`src/rtl/qxmm_pkg.sv`:
```
// Package with the types, widths and constants of the quad X motor mixer.
package qxmm_pkg;

	localparam int NUM_MOTORS  = 4;
	localparam int FIELD_W     = 24;
	localparam int DUTY_W      = 16;
	localparam int SUM_W       = 57;
	localparam int SHIFT_W     = 28;
	localparam int OMEGA_W     = 24;
	localparam int K_W         = 26;
	localparam int X_W         = OMEGA_W + K_W;
	localparam int ROOT_W      = X_W / 2;
	localparam int REM_W       = ROOT_W + 2;
	localparam int STEP_W      = $clog2(ROOT_W);
	localparam int FRAC_W      = 24;
	localparam int SCALE_W     = ROOT_W + DUTY_W;
	localparam int QUEUE_DEPTH = 2;

	// Configuration port geometry
	localparam int ADDR_W  = 5;
	localparam int DATA_W  = 32;
	localparam int INDEX_W = ADDR_W - 2;

	localparam logic [INDEX_W-1:0] REG_OVR_EN    = 3'd0;
	localparam logic [INDEX_W-1:0] REG_OVR_ONE   = 3'd1;
	localparam logic [INDEX_W-1:0] REG_OVR_TWO   = 3'd2;
	localparam logic [INDEX_W-1:0] REG_OVR_THREE = 3'd3;
	localparam logic [INDEX_W-1:0] REG_OVR_FOUR  = 3'd4;

	// Mixer constants
	localparam logic [FIELD_W-1:0]        THRUST_MAX      = 24'd8388608;
	localparam logic signed [FIELD_W-1:0] TORQUE_LIM      = 24'sd2147484;
	localparam logic signed [29:0]        GAIN_THRUST     = 30'sd312500000;
	localparam logic signed [30:0]        GAIN_ROLL_PITCH = 31'sd600464308;
	localparam logic signed [32:0]        GAIN_YAW        = 33'sd3267973900;

	// Duty mapping constants
	localparam logic [OMEGA_W-1:0] OMEGA2_MIN = 24'd1690000;
	localparam logic [OMEGA_W-1:0] OMEGA2_MAX = 24'd12250000;
	localparam logic [ROOT_W-1:0]  OFFSET_B   = 25'd11146682;
	localparam logic [K_W-1:0]     GAIN_K     = 26'd54589088;
	localparam logic [X_W-1:0]     OFFSET_SQ  =
		{{(X_W-ROOT_W){1'b0}}, OFFSET_B} * {{(X_W-ROOT_W){1'b0}}, OFFSET_B};
	localparam logic [ROOT_W-1:0]  DUTY_MIN   = 25'd1677722;
	localparam logic [ROOT_W-1:0]  DUTY_MAX   = 25'd16777216;
	localparam logic [DUTY_W-1:0]  FULL_SCALE = 16'd65535;

	// Item classes decided at the front
	typedef logic [1:0] kind_t;
	localparam kind_t KIND_ZERO = 2'd0;
	localparam kind_t KIND_OVR  = 2'd1;
	localparam kind_t KIND_MIX  = 2'd2;

	typedef struct packed {
		logic                      armed;
		logic [FIELD_W-1:0]        thrust_cmd;
		logic signed [FIELD_W-1:0] roll_torque;
		logic signed [FIELD_W-1:0] pitch_torque;
		logic signed [FIELD_W-1:0] yaw_torque;
	} cmd_t;

	typedef struct packed {
		logic [DUTY_W-1:0] duty_one;
		logic [DUTY_W-1:0] duty_two;
		logic [DUTY_W-1:0] duty_three;
		logic [DUTY_W-1:0] duty_four;
	} duty_t;

	typedef struct packed {
		logic                                 ovr_en;
		logic [NUM_MOTORS-1:0][DUTY_W-1:0]    ovr_duty;
	} cfg_t;

	typedef struct packed {
		kind_t                                kind;
		logic [NUM_MOTORS-1:0][X_W-1:0]       rad;
	} qent_t;

endpackage

```
`src/rtl/qxmm_regs.sv`:
```
// Override register bank behind the APB-style configuration port.
module qxmm_regs (
	input  logic                         clk,
	input  logic                         arst_n,
	input  logic                         psel,
	input  logic                         penable,
	input  logic                         pwrite,
	input  logic [qxmm_pkg::ADDR_W-1:0]  paddr,
	input  logic [qxmm_pkg::DATA_W-1:0]  pwdata,
	output logic [qxmm_pkg::DATA_W-1:0]  prdata,
	output logic                         pready,
	output qxmm_pkg::cfg_t               cfg
);
	import qxmm_pkg::*;

	logic [INDEX_W-1:0] index;
	logic               wr_en;
	cfg_t               cfg_q;

	assign index  = paddr[ADDR_W-1:2];
	assign wr_en  = psel & penable & pwrite;
	assign pready = 1'b1;
	assign cfg    = cfg_q;

	always_ff @(posedge clk or negedge arst_n) begin
		if (!arst_n) begin
			cfg_q <= '0;
		end else if (wr_en) begin
			unique case (index)
				REG_OVR_EN:    cfg_q.ovr_en      <= pwdata[0];
				REG_OVR_ONE:   cfg_q.ovr_duty[0] <= pwdata[DUTY_W-1:0];
				REG_OVR_TWO:   cfg_q.ovr_duty[1] <= pwdata[DUTY_W-1:0];
				REG_OVR_THREE: cfg_q.ovr_duty[2] <= pwdata[DUTY_W-1:0];
				REG_OVR_FOUR:  cfg_q.ovr_duty[3] <= pwdata[DUTY_W-1:0];
				default: ;
			endcase
		end
	end

	always_comb begin
		unique case (index)
			REG_OVR_EN:    prdata = DATA_W'(cfg_q.ovr_en);
			REG_OVR_ONE:   prdata = DATA_W'(cfg_q.ovr_duty[0]);
			REG_OVR_TWO:   prdata = DATA_W'(cfg_q.ovr_duty[1]);
			REG_OVR_THREE: prdata = DATA_W'(cfg_q.ovr_duty[2]);
			REG_OVR_FOUR:  prdata = DATA_W'(cfg_q.ovr_duty[3]);
			default:       prdata = '0;
		endcase
	end

endmodule

```
`config.mk`:
```
export PLATFORM = sky130hd
export DESIGN_NAME = qxmm_regs
export DESIGN_NICKNAME = d
export VERILOG_FILES = /design/src/rtl/qxmm_pkg.sv /design/src/rtl/qxmm_regs.sv
export SDC_FILE = /design/constraint.sdc
export NUM_CORES = 1
export LEC_CHECK = 0
export ABC_AREA = 1
export CORE_MARGIN = 2
export CORE_UTILIZATION = 45
export CTS_BUF_LIST = sky130_fd_sc_hd__clkbuf_8
export CTS_CLUSTER_SIZE = 16
export DETAILED_ROUTE_END_ITERATION = 8
export DONT_BUFFER_PORTS = 1
export PLACE_DENSITY = 0.63
export SLEW_MARGIN = 20
export SYNTH_ARGS = -nofsm -noshare
export SYNTH_HDL_FRONTEND = slang
export SYNTH_SLANG_ARGS = --single-unit
export TNS_END_PERCENT = 10
```
`constraint.sdc`:
```
create_clock -name clk -period 1.2 [get_ports clk]
set_input_delay 0.18 -clock clk [delete_from_list [all_inputs] [get_ports clk]]
set_output_delay 0.18 -clock clk [all_outputs]
set_load 0.01 [all_outputs]
```
==> impl_metrics.json <==
{
  "status": "complete, but fails checks",
  "violations": "negative hold slack, negative setup slack",
  "place_area_um2": 3397,
  "grt_pass1_wl_um": 16320,
  "dieArea_um2": 8167,
  "drcViolationCount": 0,
  "drive_gt1_share_pct": 12.44,
  "switchingPower_mw": 1.891,
  "num-fill-cells": 695,
  "dr_wl_met3_um": 1148,
  "areaGrowthSynthToFinish_pct": 13.12,
  "finalCriticalPeriod_ps": 1314,
  "grtUsageTotal_pct": 25.89,
  "gp_congestion": 0.7970,
  "multi_input_area_um2": 1488,
  "clock-sinks": 65,
  "clockRootBuffer": "clkbuf_8",
  "power_density_nw_per_um2": 1592,
  "cts_buffers": 9,
  "start_util_pct": 46.28,
  "finalCritPeriodShare_pct": 109.5,
  "clock_power_share_pct": 34.7,
  "ys_types": 20,
  "netlist_area_um2": 3357,
  "cts_max_level": 3,
  "final_hold_viol_count": 65,
  "rsz0062_at_grt": "true",
  "ys_ff_latch": 65,
  "endpoint": "prdata[0]",
  "antenna_found_initial": 0,
  "dieWidth_um": 90.37,
  "worstSetupPathType": "reg2out",
  "cts_tree": "built",
  "clk_pin_slew_worst_paths_ps": 70,
  "crit_path_start_kind": "flip-flop",
  "finalSetupTns_ps": -743.2,
  "critPathLaunch": "cfg[32]",
  "core_area_um2": 7253,
  "yosys_warnings": 0,
  "nets": 463,
  "wl_met1_um": 4010,
  "timing.hold.ws_ps": -477.0,
  "setup_viol_count_final": 16,
  "switching_share_pct": 31.28,
  "ff_latch_area_um2": 1639,
  "grt_max_degree": 66,
  "route.met2.wl_um": 4849,
  "holdBufCountCts": 16,
  "final_area_um2": 3797,
  "p_int_mw": 4.154,
  "end_kind": "primary output",
  "dr.pass1.iters": 6,
  "ios": 140,
  "largest_register_ffs": 65,
  "reg2reg_from": "cfg[17]",
  "seq_power_share_pct": 53.0,
  "finalWirelength_um": 10050,
  "path_max_fanout": 3,
  "maxCapViolCount": 0,
  "p_leak_nw": 1.849,
  "vias": 2928,
  "crit_arrival_ps": 1130,
  "fin_util_pct": 52.35,
  "reg2reg_slack_ps": 460,
  "synthCells": 409,
  "drt_iter0_markers": 241,
  "required_ps": 1020,
  "gr-total-overflow": 0,
  "grt_pass1_vias": 2871,
  "insertion_delay_ps": 340,
  "drt-vias-per-instance": 5.577,
  "skew_ps": 0,
  "drv_slew": 0,
  "wire_per_inst_um": 19.14,
  "finalWorstSetupSlack_ps": -113.8,
  "core.rowCount": 31,
  "seq_area_frac_synth_pct": 48.45,
  "routed.top_layer": "met4",
  "place_hpwl_um": 6295,
  "reg2reg_depth": 2,
  "postCtsSetupRepairBufs": 0,
  "ir_drop_mv": 0.6299,
  "antenna_cells": 0,
  "fp.dieH_um": 90.37,
  "hold_class": "in2async",
  "clockBufferDepth": 2,
  "combPwrFrac_pct": 12.3,
  "avgSynthCellArea_um2": 8.208,
  "fmax_mhz": 761.1,
  "r2r-end": "cfg[17]",
  "ant_nets": 0,
  "io_buffers": 0
}
cell usage after synthesis, drive strengths merged:
master / count / area, um^2
nand2: 152 / 578.1
dfrtp: 65 / 1627
o21ai: 65 / 325.3
nand3: 36 / 192.7
buf: 32 / 249.0
nand4: 31 / 193.9
clkbuf: 13 / 48.80
nor2: 9 / 103.9
inv: 3 / 11.26
conb: 2 / 7.510
nand3b: 1 / 20.02
metrics by stage:
step | cells | total power [mW] | hold slack, ps | worst slack [ps]
floorplan | 424 | 3.716 | -115.6 | 6.869
global placement | 493 | 3.873 | -113.7 | 74.81
detailed placement | 493 | 3.918 | -113.7 | 63.47
CTS | 525 | 6.072 | -486.6 | -144.6
global route | 525 | 6.347 | -489.4 | -203.3
finish | 525 | 6.045 | -477.0 | -113.8
routing by layer:
metal / GRT usage, % / up-vias
li1: - / 1369
met1: 34.45 / 1396
met2: 40.85 / 158
met3: 7.763 / 5
met4: 8.205 / 0
met5: 0 / -
worst min-delay path by stage:
| stage | from | end | slack [ps] | cells after the start |
|---|---|---|---|---|
| after CTS | arst_n | cfg[38] | -490 | 0 |
| after global placement | arst_n | cfg[50] | -110 | 0 |
| after floorplan | arst_n | cfg[0] | -120 | 0 |
| after global routing | arst_n | cfg[17] | -490 | 0 |
| final | arst_n | cfg[38] | -480 | 0 |
| after detailed placement | arst_n | cfg[18] | -110 | 0 |
critical path, stage by stage (launching register included):
cell	delay (ps)
dfrtp_2	440
nand4_1	100
nand2_1	50
nor2_1	100
nand2_1	100
cell usage in the layout, fill, tap and decap left out, types with 3 or more instances in the layout:
cell type,n
inv_1,5
dlygate4sd3_1,16
nor2_4,5
nand4_1,31
buf_12,3
o21ai_0,33
nand3_1,33
nand2_2,3
conb_1,17
clkbuf_8,11
o21ai_1,32
dfrtp_1,55
nand2_1,149
dfrtp_2,10
buf_4,12
cells by family (layout without fill, tap and decap cells):
family / after synthesis / after routing / synth area share, %
other: 2 / 17 / 0.2237
AND/OR/NAND/NOR: 229 / 229 / 32.43
AO/OA/AOI/OAI: 65 / 65 / 9.691
buffers and inverters: 48 / 50 / 9.206
flip-flops: 65 / 65 / 48.45
cell type report:
class	instances	share of cell area, %
Inverter	3	0.3624
Sequential cell	65	43.16
Tap cell	99	3.262
Clock buffer	11	3.987
Multi-Input combinational cell	311	39.18
Clock inverter	5	1.878
Timing Repair Buffer	31	8.171
power groups by stage:
stage	registers [mW]	clock network (mW)	logic, mW
finish	3.21	2.10	0.742
global route	3.27	2.21	0.864
global placement	3.23	0	0.644
detailed placement	3.24	0	0.677
CTS	3.21	2.12	0.745
floorplan	3.10	0	0.620
what timing repair did:
| item | 4_1_cts | 5_1_grt |
|---|---|---|
| pin swaps | 27 | 13 |
| endpoints found under the setup margin | 16 | 16 |
| resized for setup | 3 | 8 |
| endpoints found under the hold margin | 130 | 65 |
(Power assumes the default switching activity.)
