--- src/rtl/qxmm_pkg.sv ---
// Package with the types, widths and constants of the quad X motor mixer.
package qxmm_pkg;

	localparam int NUM_MOTORS  = 4;
	localparam int FIELD_W     = 24;
	localparam int DUTY_W      = 16;
	localparam int SUM_W       = 57;
	localparam int SHIFT_W     = 28;
	localparam int OMEGA_W     = 24;
	localparam int K_W         = 26;
	localparam int X_W         = OMEGA_W + K_W;
	localparam int ROOT_W      = X_W / 2;
	localparam int REM_W       = ROOT_W + 2;
	localparam int STEP_W      = $clog2(ROOT_W);
	localparam int FRAC_W      = 24;
	localparam int SCALE_W     = ROOT_W + DUTY_W;
	localparam int QUEUE_DEPTH = 2;

	// Configuration port geometry
	localparam int ADDR_W  = 5;
	localparam int DATA_W  = 32;
	localparam int INDEX_W = ADDR_W - 2;

	localparam logic [INDEX_W-1:0] REG_OVR_EN    = 3'd0;
	localparam logic [INDEX_W-1:0] REG_OVR_ONE   = 3'd1;
	localparam logic [INDEX_W-1:0] REG_OVR_TWO   = 3'd2;
	localparam logic [INDEX_W-1:0] REG_OVR_THREE = 3'd3;
	localparam logic [INDEX_W-1:0] REG_OVR_FOUR  = 3'd4;

	// Mixer constants
	localparam logic [FIELD_W-1:0]        THRUST_MAX      = 24'd8388608;
	localparam logic signed [FIELD_W-1:0] TORQUE_LIM      = 24'sd2147484;
	localparam logic signed [29:0]        GAIN_THRUST     = 30'sd312500000;
	localparam logic signed [30:0]        GAIN_ROLL_PITCH = 31'sd600464308;
	localparam logic signed [32:0]        GAIN_YAW        = 33'sd3267973900;

	// Duty mapping constants
	localparam logic [OMEGA_W-1:0] OMEGA2_MIN = 24'd1690000;
	localparam logic [OMEGA_W-1:0] OMEGA2_MAX = 24'd12250000;
	localparam logic [ROOT_W-1:0]  OFFSET_B   = 25'd11146682;
	localparam logic [K_W-1:0]     GAIN_K     = 26'd54589088;
	localparam logic [X_W-1:0]     OFFSET_SQ  =
		{{(X_W-ROOT_W){1'b0}}, OFFSET_B} * {{(X_W-ROOT_W){1'b0}}, OFFSET_B};
	localparam logic [ROOT_W-1:0]  DUTY_MIN   = 25'd1677722;
	localparam logic [ROOT_W-1:0]  DUTY_MAX   = 25'd16777216;
	localparam logic [DUTY_W-1:0]  FULL_SCALE = 16'd65535;

	// Item classes decided at the front
	typedef logic [1:0] kind_t;
	localparam kind_t KIND_ZERO = 2'd0;
	localparam kind_t KIND_OVR  = 2'd1;
	localparam kind_t KIND_MIX  = 2'd2;

	typedef struct packed {
		logic                      armed;
		logic [FIELD_W-1:0]        thrust_cmd;
		logic signed [FIELD_W-1:0] roll_torque;
		logic signed [FIELD_W-1:0] pitch_torque;
		logic signed [FIELD_W-1:0] yaw_torque;
	} cmd_t;

	typedef struct packed {
		logic [DUTY_W-1:0] duty_one;
		logic [DUTY_W-1:0] duty_two;
		logic [DUTY_W-1:0] duty_three;
		logic [DUTY_W-1:0] duty_four;
	} duty_t;

	typedef struct packed {
		logic                                 ovr_en;
		logic [NUM_MOTORS-1:0][DUTY_W-1:0]    ovr_duty;
	} cfg_t;

	typedef struct packed {
		kind_t                                kind;
		logic [NUM_MOTORS-1:0][X_W-1:0]       rad;
	} qent_t;

endpackage

--- src/rtl/qxmm_ifs.sv ---


interface qxmm_duty_if;
	logic             valid;
	logic             ready;
	qxmm_pkg::duty_t  data;

	modport source (output valid, output data, input ready);
	modport sink (input valid, input data, output ready);
endinterface

--- src/rtl/qxmm_back.sv ---
// Back end: four bit-serial square roots, duty scaling and the output register.
module qxmm_back (
	input  logic              clk,
	input  logic              arst_n,
	input  logic              pop_valid,
	input  qxmm_pkg::qent_t   pop_data,
	output logic              pop,
	input  qxmm_pkg::cfg_t    cfg,
	qxmm_duty_if.source       duty
);
	import qxmm_pkg::*;

	localparam logic [1:0] ST_IDLE = 2'd0;
	localparam logic [1:0] ST_ROOT = 2'd1;
	localparam logic [1:0] ST_DONE = 2'd2;

	logic [1:0]         state_q;
	kind_t              kind_q;
	logic [STEP_W-1:0]  step_q;
	logic [X_W-1:0]     rad_q  [NUM_MOTORS];
	logic [REM_W-1:0]   rem_q  [NUM_MOTORS];
	logic [ROOT_W-1:0]  root_q [NUM_MOTORS];
	logic               out_valid_q;
	duty_t              out_data_q;

	logic [REM_W-1:0]   rem_sh [NUM_MOTORS];
	logic [REM_W-1:0]   trial  [NUM_MOTORS];
	logic [REM_W-1:0]   rem_nx [NUM_MOTORS];
	logic [ROOT_W-1:0]  root_nx [NUM_MOTORS];
	logic [ROOT_W-1:0]  d_raw  [NUM_MOTORS];
	logic [ROOT_W-1:0]  d_sat  [NUM_MOTORS];
	logic [SCALE_W-1:0] scaled [NUM_MOTORS];
	logic [DUTY_W-1:0]  lane_duty [NUM_MOTORS];
	duty_t              res;
	logic               out_free;

	assign pop        = (state_q == ST_IDLE) && pop_valid;
	assign out_free   = !out_valid_q || duty.ready;
	assign duty.valid = out_valid_q;
	assign duty.data  = out_data_q;

	// One root bit per lane and cycle
	always_comb begin
		for (int i = 0; i < NUM_MOTORS; i++) begin
			rem_sh[i] = {rem_q[i][REM_W-3:0], rad_q[i][X_W-1:X_W-2]};
			trial[i]  = {root_q[i], 2'b01};
			if (rem_sh[i] >= trial[i]) begin
				rem_nx[i]  = rem_sh[i] - trial[i];
				root_nx[i] = {root_q[i][ROOT_W-2:0], 1'b1};
			end else begin
				rem_nx[i]  = rem_sh[i];
				root_nx[i] = {root_q[i][ROOT_W-2:0], 1'b0};
			end
		end
	end

	// Subtract the offset, clamp to the duty range, scale to full scale and pick the duty by item class
	always_comb begin
		for (int i = 0; i < NUM_MOTORS; i++) begin
			d_raw[i] = root_q[i] - OFFSET_B;
			if (d_raw[i] < DUTY_MIN) begin
				d_sat[i] = DUTY_MIN;
			end else if (d_raw[i] > DUTY_MAX) begin
				d_sat[i] = DUTY_MAX;
			end else begin
				d_sat[i] = d_raw[i];
			end
			scaled[i] = SCALE_W'(d_sat[i]) * SCALE_W'(FULL_SCALE);
			unique case (kind_q)
				KIND_MIX: lane_duty[i] = scaled[i][FRAC_W +: DUTY_W];
				KIND_OVR: lane_duty[i] = cfg.ovr_duty[i];
				default:  lane_duty[i] = '0;
			endcase
		end
		res.duty_one   = lane_duty[0];
		res.duty_two   = lane_duty[1];
		res.duty_three = lane_duty[2];
		res.duty_four  = lane_duty[3];
	end

	always_ff @(posedge clk or negedge arst_n) begin
		if (!arst_n) begin
			state_q     <= ST_IDLE;
			step_q      <= '0;
			out_valid_q <= 1'b0;
		end else begin
			if (duty.ready) out_valid_q <= 1'b0;
			unique case (state_q)
				ST_IDLE: begin
					if (pop_valid) begin
						step_q  <= '0;
						state_q <= (pop_data.kind == KIND_MIX) ? ST_ROOT : ST_DONE;
					end
				end
				ST_ROOT: begin
					step_q <= step_q + 1'b1;
					if (step_q == STEP_W'(ROOT_W-1)) state_q <= ST_DONE;
				end
				ST_DONE: begin
					if (out_free) begin
						out_valid_q <= 1'b1;
						state_q     <= ST_IDLE;
					end
				end
				default: state_q <= ST_IDLE;
			endcase
		end
	end

	always_ff @(posedge clk) begin
		if (pop) begin
			kind_q <= pop_data.kind;
			for (int i = 0; i < NUM_MOTORS; i++) begin
				rad_q[i]  <= pop_data.rad[i];
				rem_q[i]  <= '0;
				root_q[i] <= '0;
			end
		end else if (state_q == ST_ROOT) begin
			for (int i = 0; i < NUM_MOTORS; i++) begin
				rad_q[i]  <= {rad_q[i][X_W-3:0], 2'b00};
				rem_q[i]  <= rem_nx[i];
				root_q[i] <= root_nx[i];
			end
		end
		if (state_q == ST_DONE && out_free) out_data_q <= res;
	end

endmodule

--- src/flat_wrapper.sv ---
// flat-port wrapper written by rule: the top's interface ports become plain ports
module qxmm_back_flat import qxmm_pkg::*;
  (clk, arst_n, pop_valid, pop_data, pop, cfg, duty_valid, duty_data, duty_ready);
  qxmm_duty_if duty_i ();
  input  logic clk;
  input  logic arst_n;
  input  logic pop_valid;
  input  qxmm_pkg::qent_t pop_data;
  output logic pop;
  input  qxmm_pkg::cfg_t cfg;
  output wire logic [$bits(duty_i.valid)-1:0] duty_valid;
  output wire logic [$bits(duty_i.data)-1:0] duty_data;
  input wire logic [$bits(duty_i.ready)-1:0] duty_ready;
  assign duty_valid = duty_i.valid;
  assign duty_data = duty_i.data;
  assign duty_i.ready = duty_ready;
  qxmm_back u_core (.clk(clk), .arst_n(arst_n), .pop_valid(pop_valid), .pop_data(pop_data), .pop(pop), .cfg(cfg), .duty(duty_i));
endmodule
--- config.mk ---
export PLATFORM = sky130hd
export DESIGN_NAME = qxmm_back_flat
export DESIGN_NICKNAME = d
export VERILOG_FILES = /design/src/rtl/qxmm_pkg.sv /design/src/rtl/qxmm_ifs.sv /design/src/rtl/qxmm_back.sv /design/src/flat_wrapper.sv
export SDC_FILE = /design/constraint.sdc
export NUM_CORES = 2
export LEC_CHECK = 0
export ABC_CLOCK_PERIOD_IN_PS = 12700
export BUFFER_PORTS_ARGS = -buffer_cell sky130_fd_sc_hd__buf_2
export CAP_MARGIN = 20
export CORE_UTILIZATION = 55
export CTS_CLUSTER_SIZE = 20
export DETAILED_ROUTE_END_ITERATION = 10
export PLACE_DENSITY_LB_ADDON = 0.12
export SLEW_MARGIN = 20
export SYNTH_ARGS = -nofsm -noshare
export SYNTH_HDL_FRONTEND = slang
export SYNTH_SLANG_ARGS = --single-unit
--- constraint.sdc ---
create_clock -name clk -period 12.7 [get_ports clk]
set_input_delay 2.54 -clock clk [delete_from_list [all_inputs] [get_ports clk]]
set_output_delay 2.54 -clock clk [all_outputs]
set_load 0.05 [all_outputs]
==> impl_metrics.csv <==
group,metric,value,unit
outcome,outcome,"finished, final reports clean",
cts,cts-root-buf,"clkbuf_16",
setup_path,r2r-start,"u_core.root_q[0][26]$_SDFFCE_PN0P_",
setup_path,worst-r2r-cell-count,34,
sta,max_freq,0.09089,GHz
setup_path,critical_path_required,13.05,ns
floorplanning,start_util,55.56,%
yosys,syn_area,0.05661,mm2
global_route,grt_pass1_wl,223400,um
cts,clk_pin_slew_worst_paths,0.06,ns
setup_path,cp.depth,34,
yosys,yosys_warnings,0,
setup_path,path_class,"reg2reg",
setup_path,start_kind,"flip-flop",
setup_path,crit_top_cell,"inv_1",
floorplanning,pin_count,337,
sta,finalCritPeriodShare,86.63,%
worst_hold_path,min_from,"u_core.rad_q[1][0]$_SDFFE_PP0P_",
yosys,synth_nets,7139,
placement,port_buffers,335,
yosys,synth_cell_types,109,
drt,drt_iter0_drc,2270,
placement,dpl.cell_count,7150,
drt,vias,39254,
run,cap_violations,0,
global_route,grt_pass1_vias,41051,
sta,period_needed,11.00,ns
finish,design_area,0.06153,mm2
finish,most-common-layout-cells,"inv_1, fa_1, ha_1",
yosys,synth-seq-cells,474,
cts,clock-sinks,474,
drt,drtAntennaViolNets,0,
drt,vias_per_cell,5.405,
setup_path,endpoint,"u_core.duty.data[46]$_DFFE_PP_",
sta,relSlewSlack,28.01,%
finish,synthToLayoutAreaGrowth,8.695,%
finish,finalNonFillerCells,7263,
setup_path,crit_slowest_cell,"o21ai_0",
yosys,synth.avg_cell_area,10.20,um2
sta,worstMarginPinSlew,1.080,ns
placement,dpl_cell_area,0.05968,mm2
global_route,antenna_found_initial,34,
setup_path,crit_path_end_kind,"flip-flop",
sta,rsz0062_at_grt,"false",
yosys,synth_edf_count,460,
cts,numCtsBuffers,56,
setup_path,rr_endpoint,"u_core.duty.data[46]$_DFFE_PP_",
drt,drc,0,
yosys,dominantRegCellSynth,"edfxtp_1",
floorplanning,fp.dieH,322.8,um
cts,clk-insertion-delay-late,0.65,ns
drt,post_drt_wl_per_cell,19.33,um
cts,tritoncts,"done",
sta,tns,0,ns
worst_hold_path,min_path_type,"reg2reg",
finish,drive_gt1_share,8.975,%
setup_path,arrival,11.35,ns
yosys,synthArstFlopShare,1.688,%
finish,final_nets,7427,
yosys,synth_cells,5552,
global_route,gr-total-overflow,0,
floorplanning,core,0.1019,mm2
global_route,grt_usage,27.69,%
setup_path,setup.worst_path.start,"u_core.root_q[0][26]$_SDFFCE_PN0P_",
sta,skew,0.02471,ns
placement,gp_congestion,0.9527,
setup_path,path_buf_inv,6,
drt,dr.pass1.iters,6,
setup_path,worstPathMaxFanout,16,
floorplanning,num_rows,117,
setup_path,critPathTopFamily,"compound AO/OA/AOI/OAI gates",
setup_path,cpPeakStageDelay,0.85,ns
floorplanning,die-area,0.1042,mm2
cts,post_cts_resized,0,
cts,h-tree-depth,2,
finish,layout.cells.most_common,"inv_1",
cts,cts_hold_buf,0,
sta,hold_viol,0,
cts,clk_path_buf_depth,3,
yosys,seq_area_frac_synth,24.97,%
floorplanning,die_w,322.8,um
sta,setup-violations-final,0,
global_route,grt_max_degree,220,
cts,postCtsSetupBuffers,0,
sta,finalMaxSlewViolations,0,
setup_path,r2r_slack,1.70,ns
placement,hpwl,116500,um
drt,finalWirelength,140400,um
[cell usage after synthesis (all sizes together), types with 9 or more instances]
cell type	number	area [um2]
clkbuf	96	381.6
xor2	71	621.9
o21ai	190	958.4
a211oi	31	232.7
mux2i	63	630.6
a31oi	21	143.9
o31a	11	96.34
or3	28	188.9
nand3	66	330.3
a21boi	19	142.6
nor2	320	1204
a211o	10	87.58
o21a	51	382.9
o211ai	22	170.2
nor2b	27	168.9
buf	34	201.5
nor4	27	190.2
a22o	154	1349
a22oi	9	67.56
xnor2	164	1459
a21o	92	690.7
nand4	40	250.2
edfxtp	460	13810
o31ai	31	232.7
and2	33	207.7
nand2	346	1301
nand2b	28	175.2
o21bai	24	180.2
or2	21	131.4
o311ai	10	87.59
nor3	86	446.7
a21oi	206	1039
a31o	10	87.58
and3	26	166.4
inv	1249	4688
ha	526	6581
fa	790	15820
o2111ai	12	111.4
[logic make-up after synthesis]
logic type / share of synthesized area, %
flip-flops: 24.97
multiplexers: 1.114
AO/OA/AOI/OAI: 12.18
AND/OR/NAND/NOR: 9.181
buffers and inverters: 9.325
XOR/XNOR: 3.675
adder cells (fa/ha/maj): 39.56
[through the flow]
stage               hold slack [ns]  util [%]  worst slack, ns
finish                       0.4569     60.39            1.698
global route                 0.4837     60.38           0.8965
CTS                          0.4574     60.35            1.758
detailed placement           0.4519     58.58            1.768
global placement             0.4462     58.58            1.938
floorplan                    0.4360         -            1.165
[worst min-delay path by stage]
stage	slack, ns	endpoint	cells past startpoint
final	0.46	u_core.rad_q[1][0]$_SDFFE_PP0P_	2
after global routing	0.48	u_core.rad_q[1][0]$_SDFFE_PP0P_	2
after CTS	0.46	u_core.rad_q[1][0]$_SDFFE_PP0P_	2
after detailed placement	0.45	u_core.rad_q[1][0]$_SDFFE_PP0P_	2
after global placement	0.45	u_core.rad_q[1][1]$_SDFFE_PP0P_	2
after floorplan	0.44	u_core.rad_q[0][0]$_SDFFE_PP0P_	2
[tightest hold or removal path, stage by stage, from the launching register on]
cell and delay (ns):
dfxtp_1 0.31, nand2_1 0.05, a21oi_1 0.05
[layer usage]
layer | wire length, um | vias to the layer above | GRT usage (%) | share of wire (%)
met5 | 170 | - | 0 | 0.12
met4 | 3145 | 28 | 6.172 | 2.2
met3 | 9162 | 175 | 5.910 | 6.5
met2 | 65350 | 961 | 45.94 | 47
met1 | 62580 | 19111 | 37.31 | 45
li1 | - | 18979 | - | -
[flip-flops by register name (all words and copies together) (netlist names)]
| name | flops |
|---|---|
| u_core.rad_q | 200 |
| u_core.duty.data | 64 |
| u_core.root_q | 100 |
| u_core.kind_q | 2 |
| u_core.step_q | 5 |
| u_core.duty.valid | 1 |
| u_core.rem_q | 100 |
| u_core.state_q | 2 |
[final cells by class]
cell class / count / area (um2)
Clock inverter: 32 / 355.3
Multi-Input combinational cell: 3697 / 37270
Inverter: 1251 / 4706
Fill cell: 8743 / 40350
Timing Repair Buffer: 360 / 1881
Tap cell: 1368 / 1712
Clock buffer: 69 / 1450
Sequential cell: 474 / 14130
Antenna cell: 12 / 30.03
Power is left out: the tool's default activity adds up to more than one toggle a clock period on the data nets, which glitch-free logic cannot reach.
