`src/rtl/qxmm_pkg.sv`:
```
// Package with the types, widths and constants of the quad X motor mixer.
package qxmm_pkg;

	localparam int NUM_MOTORS  = 4;
	localparam int FIELD_W     = 24;
	localparam int DUTY_W      = 16;
	localparam int SUM_W       = 57;
	localparam int SHIFT_W     = 28;
	localparam int OMEGA_W     = 24;
	localparam int K_W         = 26;
	localparam int X_W         = OMEGA_W + K_W;
	localparam int ROOT_W      = X_W / 2;
	localparam int REM_W       = ROOT_W + 2;
	localparam int STEP_W      = $clog2(ROOT_W);
	localparam int FRAC_W      = 24;
	localparam int SCALE_W     = ROOT_W + DUTY_W;
	localparam int QUEUE_DEPTH = 2;

	// Configuration port geometry
	localparam int ADDR_W  = 5;
	localparam int DATA_W  = 32;
	localparam int INDEX_W = ADDR_W - 2;

	localparam logic [INDEX_W-1:0] REG_OVR_EN    = 3'd0;
	localparam logic [INDEX_W-1:0] REG_OVR_ONE   = 3'd1;
	localparam logic [INDEX_W-1:0] REG_OVR_TWO   = 3'd2;
	localparam logic [INDEX_W-1:0] REG_OVR_THREE = 3'd3;
	localparam logic [INDEX_W-1:0] REG_OVR_FOUR  = 3'd4;

	// Mixer constants
	localparam logic [FIELD_W-1:0]        THRUST_MAX      = 24'd8388608;
	localparam logic signed [FIELD_W-1:0] TORQUE_LIM      = 24'sd2147484;
	localparam logic signed [29:0]        GAIN_THRUST     = 30'sd312500000;
	localparam logic signed [30:0]        GAIN_ROLL_PITCH = 31'sd600464308;
	localparam logic signed [32:0]        GAIN_YAW        = 33'sd3267973900;

	// Duty mapping constants
	localparam logic [OMEGA_W-1:0] OMEGA2_MIN = 24'd1690000;
	localparam logic [OMEGA_W-1:0] OMEGA2_MAX = 24'd12250000;
	localparam logic [ROOT_W-1:0]  OFFSET_B   = 25'd11146682;
	localparam logic [K_W-1:0]     GAIN_K     = 26'd54589088;
	localparam logic [X_W-1:0]     OFFSET_SQ  =
		{{(X_W-ROOT_W){1'b0}}, OFFSET_B} * {{(X_W-ROOT_W){1'b0}}, OFFSET_B};
	localparam logic [ROOT_W-1:0]  DUTY_MIN   = 25'd1677722;
	localparam logic [ROOT_W-1:0]  DUTY_MAX   = 25'd16777216;
	localparam logic [DUTY_W-1:0]  FULL_SCALE = 16'd65535;

	// Item classes decided at the front
	typedef logic [1:0] kind_t;
	localparam kind_t KIND_ZERO = 2'd0;
	localparam kind_t KIND_OVR  = 2'd1;
	localparam kind_t KIND_MIX  = 2'd2;

	typedef struct packed {
		logic                      armed;
		logic [FIELD_W-1:0]        thrust_cmd;
		logic signed [FIELD_W-1:0] roll_torque;
		logic signed [FIELD_W-1:0] pitch_torque;
		logic signed [FIELD_W-1:0] yaw_torque;
	} cmd_t;

	typedef struct packed {
		logic [DUTY_W-1:0] duty_one;
		logic [DUTY_W-1:0] duty_two;
		logic [DUTY_W-1:0] duty_three;
		logic [DUTY_W-1:0] duty_four;
	} duty_t;

	typedef struct packed {
		logic                                 ovr_en;
		logic [NUM_MOTORS-1:0][DUTY_W-1:0]    ovr_duty;
	} cfg_t;

	typedef struct packed {
		kind_t                                kind;
		logic [NUM_MOTORS-1:0][X_W-1:0]       rad;
	} qent_t;

endpackage

```
`src/rtl/qxmm_queue.sv`:
```
// Short queue that decouples the mixer front from the square-root back end.
module qxmm_queue (
	input  logic              clk,
	input  logic              arst_n,
	input  logic              push,
	input  qxmm_pkg::qent_t   push_data,
	output logic              push_ready,
	output logic              pop_valid,
	output qxmm_pkg::qent_t   pop_data,
	input  logic              pop
);
	import qxmm_pkg::*;

	localparam int PTR_W = (QUEUE_DEPTH > 1) ? $clog2(QUEUE_DEPTH) : 1;
	localparam int CNT_W = $clog2(QUEUE_DEPTH + 1);

	qent_t             mem_q [QUEUE_DEPTH];
	logic [PTR_W-1:0]  wr_ptr_q, rd_ptr_q;
	logic [CNT_W-1:0]  count_q;
	logic              do_push, do_pop;

	assign push_ready = (count_q != CNT_W'(QUEUE_DEPTH));
	assign pop_valid  = (count_q != '0);
	assign pop_data   = mem_q[rd_ptr_q];
	assign do_push    = push && push_ready;
	assign do_pop     = pop && pop_valid;

	always_ff @(posedge clk or negedge arst_n) begin
		if (!arst_n) begin
			wr_ptr_q <= '0;
			rd_ptr_q <= '0;
			count_q  <= '0;
		end else begin
			if (do_push) begin
				wr_ptr_q <= (wr_ptr_q == PTR_W'(QUEUE_DEPTH-1)) ? '0 : wr_ptr_q + 1'b1;
			end
			if (do_pop) begin
				rd_ptr_q <= (rd_ptr_q == PTR_W'(QUEUE_DEPTH-1)) ? '0 : rd_ptr_q + 1'b1;
			end
			if (do_push && !do_pop) begin
				count_q <= count_q + 1'b1;
			end else if (do_pop && !do_push) begin
				count_q <= count_q - 1'b1;
			end
		end
	end

	always_ff @(posedge clk) begin
		if (do_push) mem_q[wr_ptr_q] <= push_data;
	end

endmodule

```
`config.mk`:
```
export PLATFORM = sky130hd
export DESIGN_NAME = qxmm_queue
export DESIGN_NICKNAME = d
export VERILOG_FILES = /design/src/rtl/qxmm_pkg.sv /design/src/rtl/qxmm_queue.sv
export SDC_FILE = /design/constraint.sdc
export NUM_CORES = 1
export LEC_CHECK = 0
export ABC_AREA = 1
export ABC_CLOCK_PERIOD_IN_PS = 11950
export BUFFER_PORTS_ARGS = -buffer_cell sky130_fd_sc_hd__buf_4
export CORE_MARGIN = 3
export CORE_UTILIZATION = 35
export CTS_BUF_LIST = sky130_fd_sc_hd__clkbuf_8
export CTS_CLUSTER_DIAMETER = 30
export DETAILED_ROUTE_END_ITERATION = 12
export GPL_ROUTABILITY_DRIVEN = 0
export GPL_TIMING_DRIVEN = 0
export PLACE_DENSITY_LB_ADDON = 0.3
export SYNTH_ARGS = -nofsm -noshare
export SYNTH_HDL_FRONTEND = slang
export SYNTH_SLANG_ARGS = --single-unit
```
`constraint.sdc`:
```
create_clock -name clk -period 11.95 [get_ports clk]
set_input_delay 0 -clock clk [delete_from_list [all_inputs] [get_ports clk]]
set_output_delay 0 -clock clk [all_outputs]
set_load 0.1 [all_outputs]
```
==> results of run 1 <==
==> critical path, cell delays in order, from the launching register on <==
cell	delay, ns
dfrtp_1	0.39
inv_1	0.09
nand2_1	0.09
nand2_1	0.17
nor2_4	0.71
buf_12	0.30
buf_12	0.23
buf_12	0.23
==> worst min path at each step <==
stage	start	to	slack [ns]	depth (start not counted)
2_1_floorplan	arst_n	count_q[0]$_DFFE_PN0P_	-0.30	0
3_3_place_gp	arst_n	rd_ptr_q$_DFFE_PN0P_	-0.19	1
3_5_place_dp	arst_n	rd_ptr_q$_DFFE_PN0P_	-0.19	1
4_1_cts	push_data[59]	mem_q[1][59]$_DFFE_PP_	0.0008	2
5_1_grt	push_data[168]	mem_q[0][168]$_DFFE_PP_	0.03	2
6_report	push_data[20]	mem_q[0][20]$_DFFE_PP_	0.08	2
==> metal layers <==
| metal | vias up | track usage | share of wire |
|---|---|---|---|
| met5 | - | 0 | 0 |
| met4 | 0 | 0.0727 | 0.024 |
| met3 | 70 | 0.0783 | 0.11 |
| met2 | 410 | 0.307 | 0.50 |
| met1 | 5058 | 0.189 | 0.37 |
| li1 | 5182 | - | - |
==> logic make-up after synthesis <==
kind of cell / count (synthesis)
adder cells (fa/ha/maj): 1
AND/OR/NAND/NOR: 621
buffers and inverters: 52
XOR/XNOR: 2
flip-flops: 408
==> through the flow <==
stage	worst slack, ns	area, µm²	std cells
6_report	9.40	23300	2431
5_1_grt	9.24	23300	2430
4_1_cts	9.36	23300	2425
3_5_place_dp	9.40	19000	2046
3_3_place_gp	-3.29	18700	2032
2_1_floorplan	1.39	15000	1084
==> cell type report <==
class                   instances  area, µm²  share of cell area
plain buffers                  45        354              0.0152
multi-input cells             624       2380               0.102
clock buffers                  90       1240              0.0532
clock inverters                73        847              0.0364
well taps                     539        674              0.0290
repair buffers                639       5520               0.237
inverters                       7       28.8             0.00124
flip-flops and latches        408      12200               0.525
diodes                          6       15.0            0.000645
==> state kept, by name (all words and copies together), names as in the netlist <==
| name | flops |
|---|---|
| count_q | 2 |
| mem_q | 404 |
| rd_ptr_q | 1 |
| wr_ptr_q | 1 |
==> what timing repair did <==
action | in CTS | in global routing
hold endpoints to repair | 417 | 0
hold buffers | 216 | 0
setup endpoints to repair | 0 | 0
==> placed cells by master (no fill, tap or decap), types with 3 or more instances in the layout <==
master	count
clkinv_1	15
clkinv_2	10
nand2_1	616
buf_4	413
edfxtp_1	404
dfrtp_1	4
inv_6	4
buf_2	22
diode_2	6
inv_1	15
dlygate4sd3_1	216
clkinv_4	3
buf_12	13
bufinv_16	18
buf_6	19
clkinvlp_4	14
clkbuf_8	90
==> results.json, run 1 <==
{
  "synth-edff-count": 404,
  "start_kind": "register",
  "clock.fmax_mhz": 392,
  "grt_usage": 0.177,
  "fin_setup_tns_ns": 0,
  "ys_seq_elements": 408,
  "finalCoreUtilization": 0.553,
  "drv_cap": 0,
  "num-fill-cells": 3348,
  "antenna_found_initial": 6,
  "max-slew-margin-rel": 0.417,
  "syn_area_um2": 15000,
  "cts_buffers": 89,
  "synth_cell_types": 14,
  "cp-endpoint": "mem_q[1][49]$_DFFE_PP_",
  "r2r_slack_ns": 9.40,
  "first_pass_iters": 5,
  "root_buffer": "clkbuf_8",
  "synthArstFlopShare": 0.00980,
  "critPathRequiredTime_ns": 12.27,
  "die_area_um2": 45300,
  "cts_setup_buffers": 0,
  "arrival_ns": 2.88,
  "h-tree-depth": 3,
  "fin_crit_sh": 0.214,
  "r2r_start": "count_q[0]$_DFFE_PN0P_",
  "port_buffers": 409,
  "finClkSkew_ns": 0.0283,
  "core_um2": 42100,
  "cts.repair.resized": 0,
  "drv_slew": 0,
  "rsz0062_at_grt": "false",
  "synthTopCellsByArea": "edfxtp_1 (81%), nand2_1 (15%), buf_6 (1.4%)",
  "detail_route.wl_per_cell_um": 16.9,
  "tightest_slew_ns": 0.872,
  "clk_pin_slew_ns": 0.05,
  "synth_fa_ha_area_frac": 0.000835,
  "clock-sinks": 408,
  "netlist_instances": 1084,
  "ys_top_cells_by_count": "nand2_1 (616), edfxtp_1 (404), buf_2 (22)",
  "outcome": "complete, no violations",
  "hold_path.class": "input pin to register",
  "grt_max_degree": 31,
  "startpoint": "count_q[0]$_DFFE_PN0P_",
  "synth-simple-area-share": 0.156,
  "reg2regPathDepth": 7,
  "fin_nets": 2021,
  "yosys.area.top_type": "edfxtp_1",
  "synth_top_family_by_area": "simple AND/OR/NAND/NOR gates",
  "grt_overflow": 0,
  "yosysWarnings": 0,
  "muxShareOfSynthArea": 0,
  "cts_tree": "built",
  "vias": 10700,
  "synth_fp_nets": 1291,
  "avgViaCountPerCell": 4.41,
  "synth_compound_area_frac": 0,
  "die_h_um": 213,
  "dp_hpwl_um": 26500,
  "initial_core_util": 0.356,
  "drive_gt1_frac": 0.323,
  "synth_flop_cell": "edfxtp_1",
  "die_w_um": 213,
  "finalSetupViolCount": 0,
  "yosysSeqAreaShare": 0.817,
  "period_minus_slack_ns": 2.55,
  "synth_most_common_cell": "nand2_1",
  "grt_pass1_vias": 11200,
  "r2r-end": "mem_q[1][49]$_DFFE_PP_",
  "synth_top_area_frac": 0.810,
  "avgSynthCellArea_um2": 13.8,
  "totalWireLength_um": 41200,
  "drt-initial-drc-count": 533,
  "crit_path_end_kind": "register",
  "hold_violations": 0,
  "io-pin-count": 410,
  "insertion_delay_ns": 0.64,
  "rows": 75,
  "cts.path.max_buffers": 3,
  "drcViolationCount": 0,
  "ant_nets": 0,
  "crit_fanout": 29,
  "synthXorXnorAreaFrac": 0.00117,
  "syn2layout_area_growth_pct": 55.5,
  "grt_pass1_wl_um": 61200,
  "worst_hold_slack_ns": 0.0764,
  "timing_worst_setup_path_type": "register to register"
}
Power of run 1 is left out: the tool's default activity adds up to more than one toggle a clock period on the data nets, which glitch-free logic cannot reach.
==> inputs of run 2 (changes only) <==
--- a/config.mk
+++ b/config.mk
@@ -5,8 +5,8 @@
 export SDC_FILE = /design/constraint.sdc
 export NUM_CORES = 1
 export LEC_CHECK = 0
-export ABC_AREA = 1
-export ABC_CLOCK_PERIOD_IN_PS = 11950
+export ABC_AREA = 0
+export ABC_CLOCK_PERIOD_IN_PS = 2200
 export BUFFER_PORTS_ARGS = -buffer_cell sky130_fd_sc_hd__buf_4
 export CORE_MARGIN = 3
 export CORE_UTILIZATION = 35
==> constraint.sdc (replaced) <==
create_clock -name clk -period 2.2 [get_ports clk]
set_input_delay 0 -clock clk [delete_from_list [all_inputs] [get_ports clk]]
set_output_delay 0 -clock clk [all_outputs]
set_load 0.1 [all_outputs]
==> run 2 against run 1 <==
Compared with the run above:
- area after synthesis rose by 3.3%
- die area rose by 3.3%
- non-clock buffer count fell by 30
- worst hold slack improved by 0.0092 ns
- utilization fell by 0.45 points
- setup slack got worse by 9.3 ns
- critical path depth fell by 2
- wire length fell by 9.8%
- clock skew fell by 0.0093 ns
- sequential share of layout area fell by 1.1 points
- synthesized cell count fell by 40%
- register-to-register slack got worse by 9.3 ns
- largest cell class unchanged
- highest routed layer is now met5
==> results.json, run 2 <==
{
  "r2r_slack_ns": 0.13,
  "grt_usage": 0.158,
  "critPathRequiredTime_ns": 2.20,
  "cts_tree": "built",
  "synth-edff-count": 404,
  "crit_fanout": 10,
  "min_from": "push_data[21]",
  "rows": 76,
  "crit_path_end_kind": "primary output",
  "finalSetupViolCount": 0,
  "largest-register": "mem_q",
  "cpPeakStageDelay_ns": 0.34,
  "period_minus_slack_ns": 2.07,
  "arrival_ns": 2.07,
  "core_um2": 43400,
  "yosysWarnings": 0,
  "final_cell_mix": "buf_4 (411), edfxtp_1 (404), dlygate4sd3_1 (210)",
  "grt_pass1_vias": 9901,
  "layout_setup_ws_ns": 0.129,
  "insertion_delay_ns": 0.63,
  "largest_reg_flops": 404,
  "clk_pin_slew_ns": 0.05,
  "root_buffer": "clkbuf_8",
  "dp_hpwl_um": 23500,
  "fin_nets": 1582,
  "first_pass_iters": 6,
  "ys_top_cells_by_count": "edfxtp_1 (404), mux2_4 (170), mux2_2 (32)",
  "synthArstFlopShare": 0.00980,
  "wl_met2_um": 19200,
  "die_area_um2": 46800,
  "cpMostUsedCell": "buf_6",
  "drv_slew": 0,
  "initial_core_util": 0.357,
  "synth_fp_nets": 854,
  "clock.fmax_mhz": 483,
  "start_kind": "register",
  "yosys.area.top_type": "edfxtp_1",
  "drcViolationCount": 0,
  "avgViaCountPerCell": 4.28,
  "finClkSkew_ns": 0.0190,
  "drv_cap": 0,
  "avgSynthCellArea_um2": 23.9,
  "max-slew-margin-rel": 0.564,
  "detail_route.wl_per_cell_um": 18.2,
  "die_w_um": 216,
  "yosysSeqAreaShare": 0.790,
  "cts.path.max_buffers": 3,
  "hold_path.class": "input pin to register",
  "route.layer.met1.wl_um": 13900,
  "cts_buffers": 93,
  "vias": 8717,
  "startpoint": "rd_ptr_q$_DFFE_PN0P_",
  "tightest_slew_ns": 0.654,
  "post-place-ws_ns": -0.226,
  "drive_gt1_frac": 0.547,
  "clock-sinks": 408,
  "syn_area_um2": 15500,
  "grt_max_degree": 60,
  "die_h_um": 216,
  "path_cells": "buf_6 -> buf_8 -> buf_6 -> mux2_4 -> buf_4",
  "io-pin-count": 410,
  "fin_crit_sh": 0.941,
  "timing_worst_setup_path_type": "register to primary output",
  "antenna_found_initial": 5,
  "synth_flop_cell": "edfxtp_1",
  "syn2layout_area_growth_pct": 53.5,
  "grt_overflow": 0,
  "fin_setup_tns_ns": 0,
  "totalWireLength_um": 37100,
  "hold_violations": 0,
  "drt-initial-drc-count": 286,
  "num-fill-cells": 3413,
  "dr_wl_met3_um": 2970,
  "worst_hold_slack_ns": 0.0856,
  "critical-path-top-delay-family": "buffers and inverters",
  "layout_commonest_cell": "buf_4",
  "synth_most_common_cell": "edfxtp_1",
  "synth_cell_types": 16,
  "outcome": "complete, no violations",
  "netlist_instances": 647,
  "crit_slowest_cell": "dfrtp_1",
  "ant_nets": 0,
  "rsz0062_at_grt": "false",
  "timing.critical_path.buf_inv": 4,
  "synth_top_area_frac": 0.784,
  "ys_seq_elements": 408,
  "synthTopCellsByArea": "edfxtp_1 (78%), mux2_4 (16%), mux2_2 (2.3%)",
  "grt_pass1_wl_um": 56700,
  "r2r_start": "count_q[0]$_DFFE_PN0P_",
  "port_buffers": 409,
  "h-tree-depth": 3,
  "top_layer": "met5",
  "reg_top3": "mem_q: 404 flops, count_q: 2 flops"
}
-- run 2: cell count changes in the layout (fill, tap and decap cells not counted), moves of 4 or more --
cell           change
clkinv_1           -4
dlygate4sd3_1      -6
mux2_2            +32
buf_12             -5
buf_2             -19
nand2_1          -615
mux2_4           +170
clkbuf_8           +5
buf_6              -4
buf_8              +4
-- run 2: cell families after synthesis --
family / Yosys count / share of synthesized area
flip-flops: 408 / 0.790
AND/OR/NAND/NOR: 7 / 0.00218
XOR/XNOR: 5 / 0.00283
buffers and inverters: 24 / 0.0160
adder cells (fa/ha/maj): 1 / 0.000808
multiplexers: 202 / 0.188
-- run 2: area by class of cell --
class / instances / area (µm²) / share of cell area
clock buffer: 95 / 1310 / 0.0550
buffer: 23 / 264 / 0.0111
sequential: 408 / 12200 / 0.515
inverter: 1 / 3.75 / 0.000158
tap: 585 / 732 / 0.0308
antenna: 4 / 10.0 / 0.000421
timing repair buffer: 631 / 5410 / 0.228
multi-input combinational: 217 / 3050 / 0.128
clock inverter: 72 / 768 / 0.0323
-- run 2: what timing repair did --
item | in CTS | in global routing
buffers inserted | 2 | 0
setup endpoints to repair | 159 | 1
pin swaps | 2 | 0
hold buffers | 210 | 0
resized for setup | 4 | 1
cloned | 2 | 0
hold endpoints to repair | 441 | 0
-- run 2: layer usage --
metal / GRT usage / vias to the layer above
li1: - / 4083
met1: 0.175 / 4251
met2: 0.272 / 307
met3: 0.0586 / 74
met4: 0.0700 / 2
met5: 0 / -
-- run 2: path summary, 6_finish.rpt --
check,depth (start not counted),end
max,5,pop_data[53]
min,2,mem_q[1][21]$_DFFE_PP_
max reg2reg,4,mem_q[1][112]$_DFFE_PP_
min reg2reg,1,count_q[0]$_DFFE_PN0P_
max in group asynchronous,3,rd_ptr_q$_DFFE_PN0P_
min in group asynchronous,3,count_q[1]$_DFFE_PN0P_
-- run 2: metrics by stage --
stage | cells | utilization | area, µm²
finish | 2036 | 0.548 | 23800
global route | 2036 | 0.548 | 23800
CTS | 2032 | 0.548 | 23800
detailed placement | 1651 | 0.451 | 19500
global placement | 1641 | 0.445 | 19300
floorplan | 647 | - | 15500
Power of run 2 is left out for the same reason.
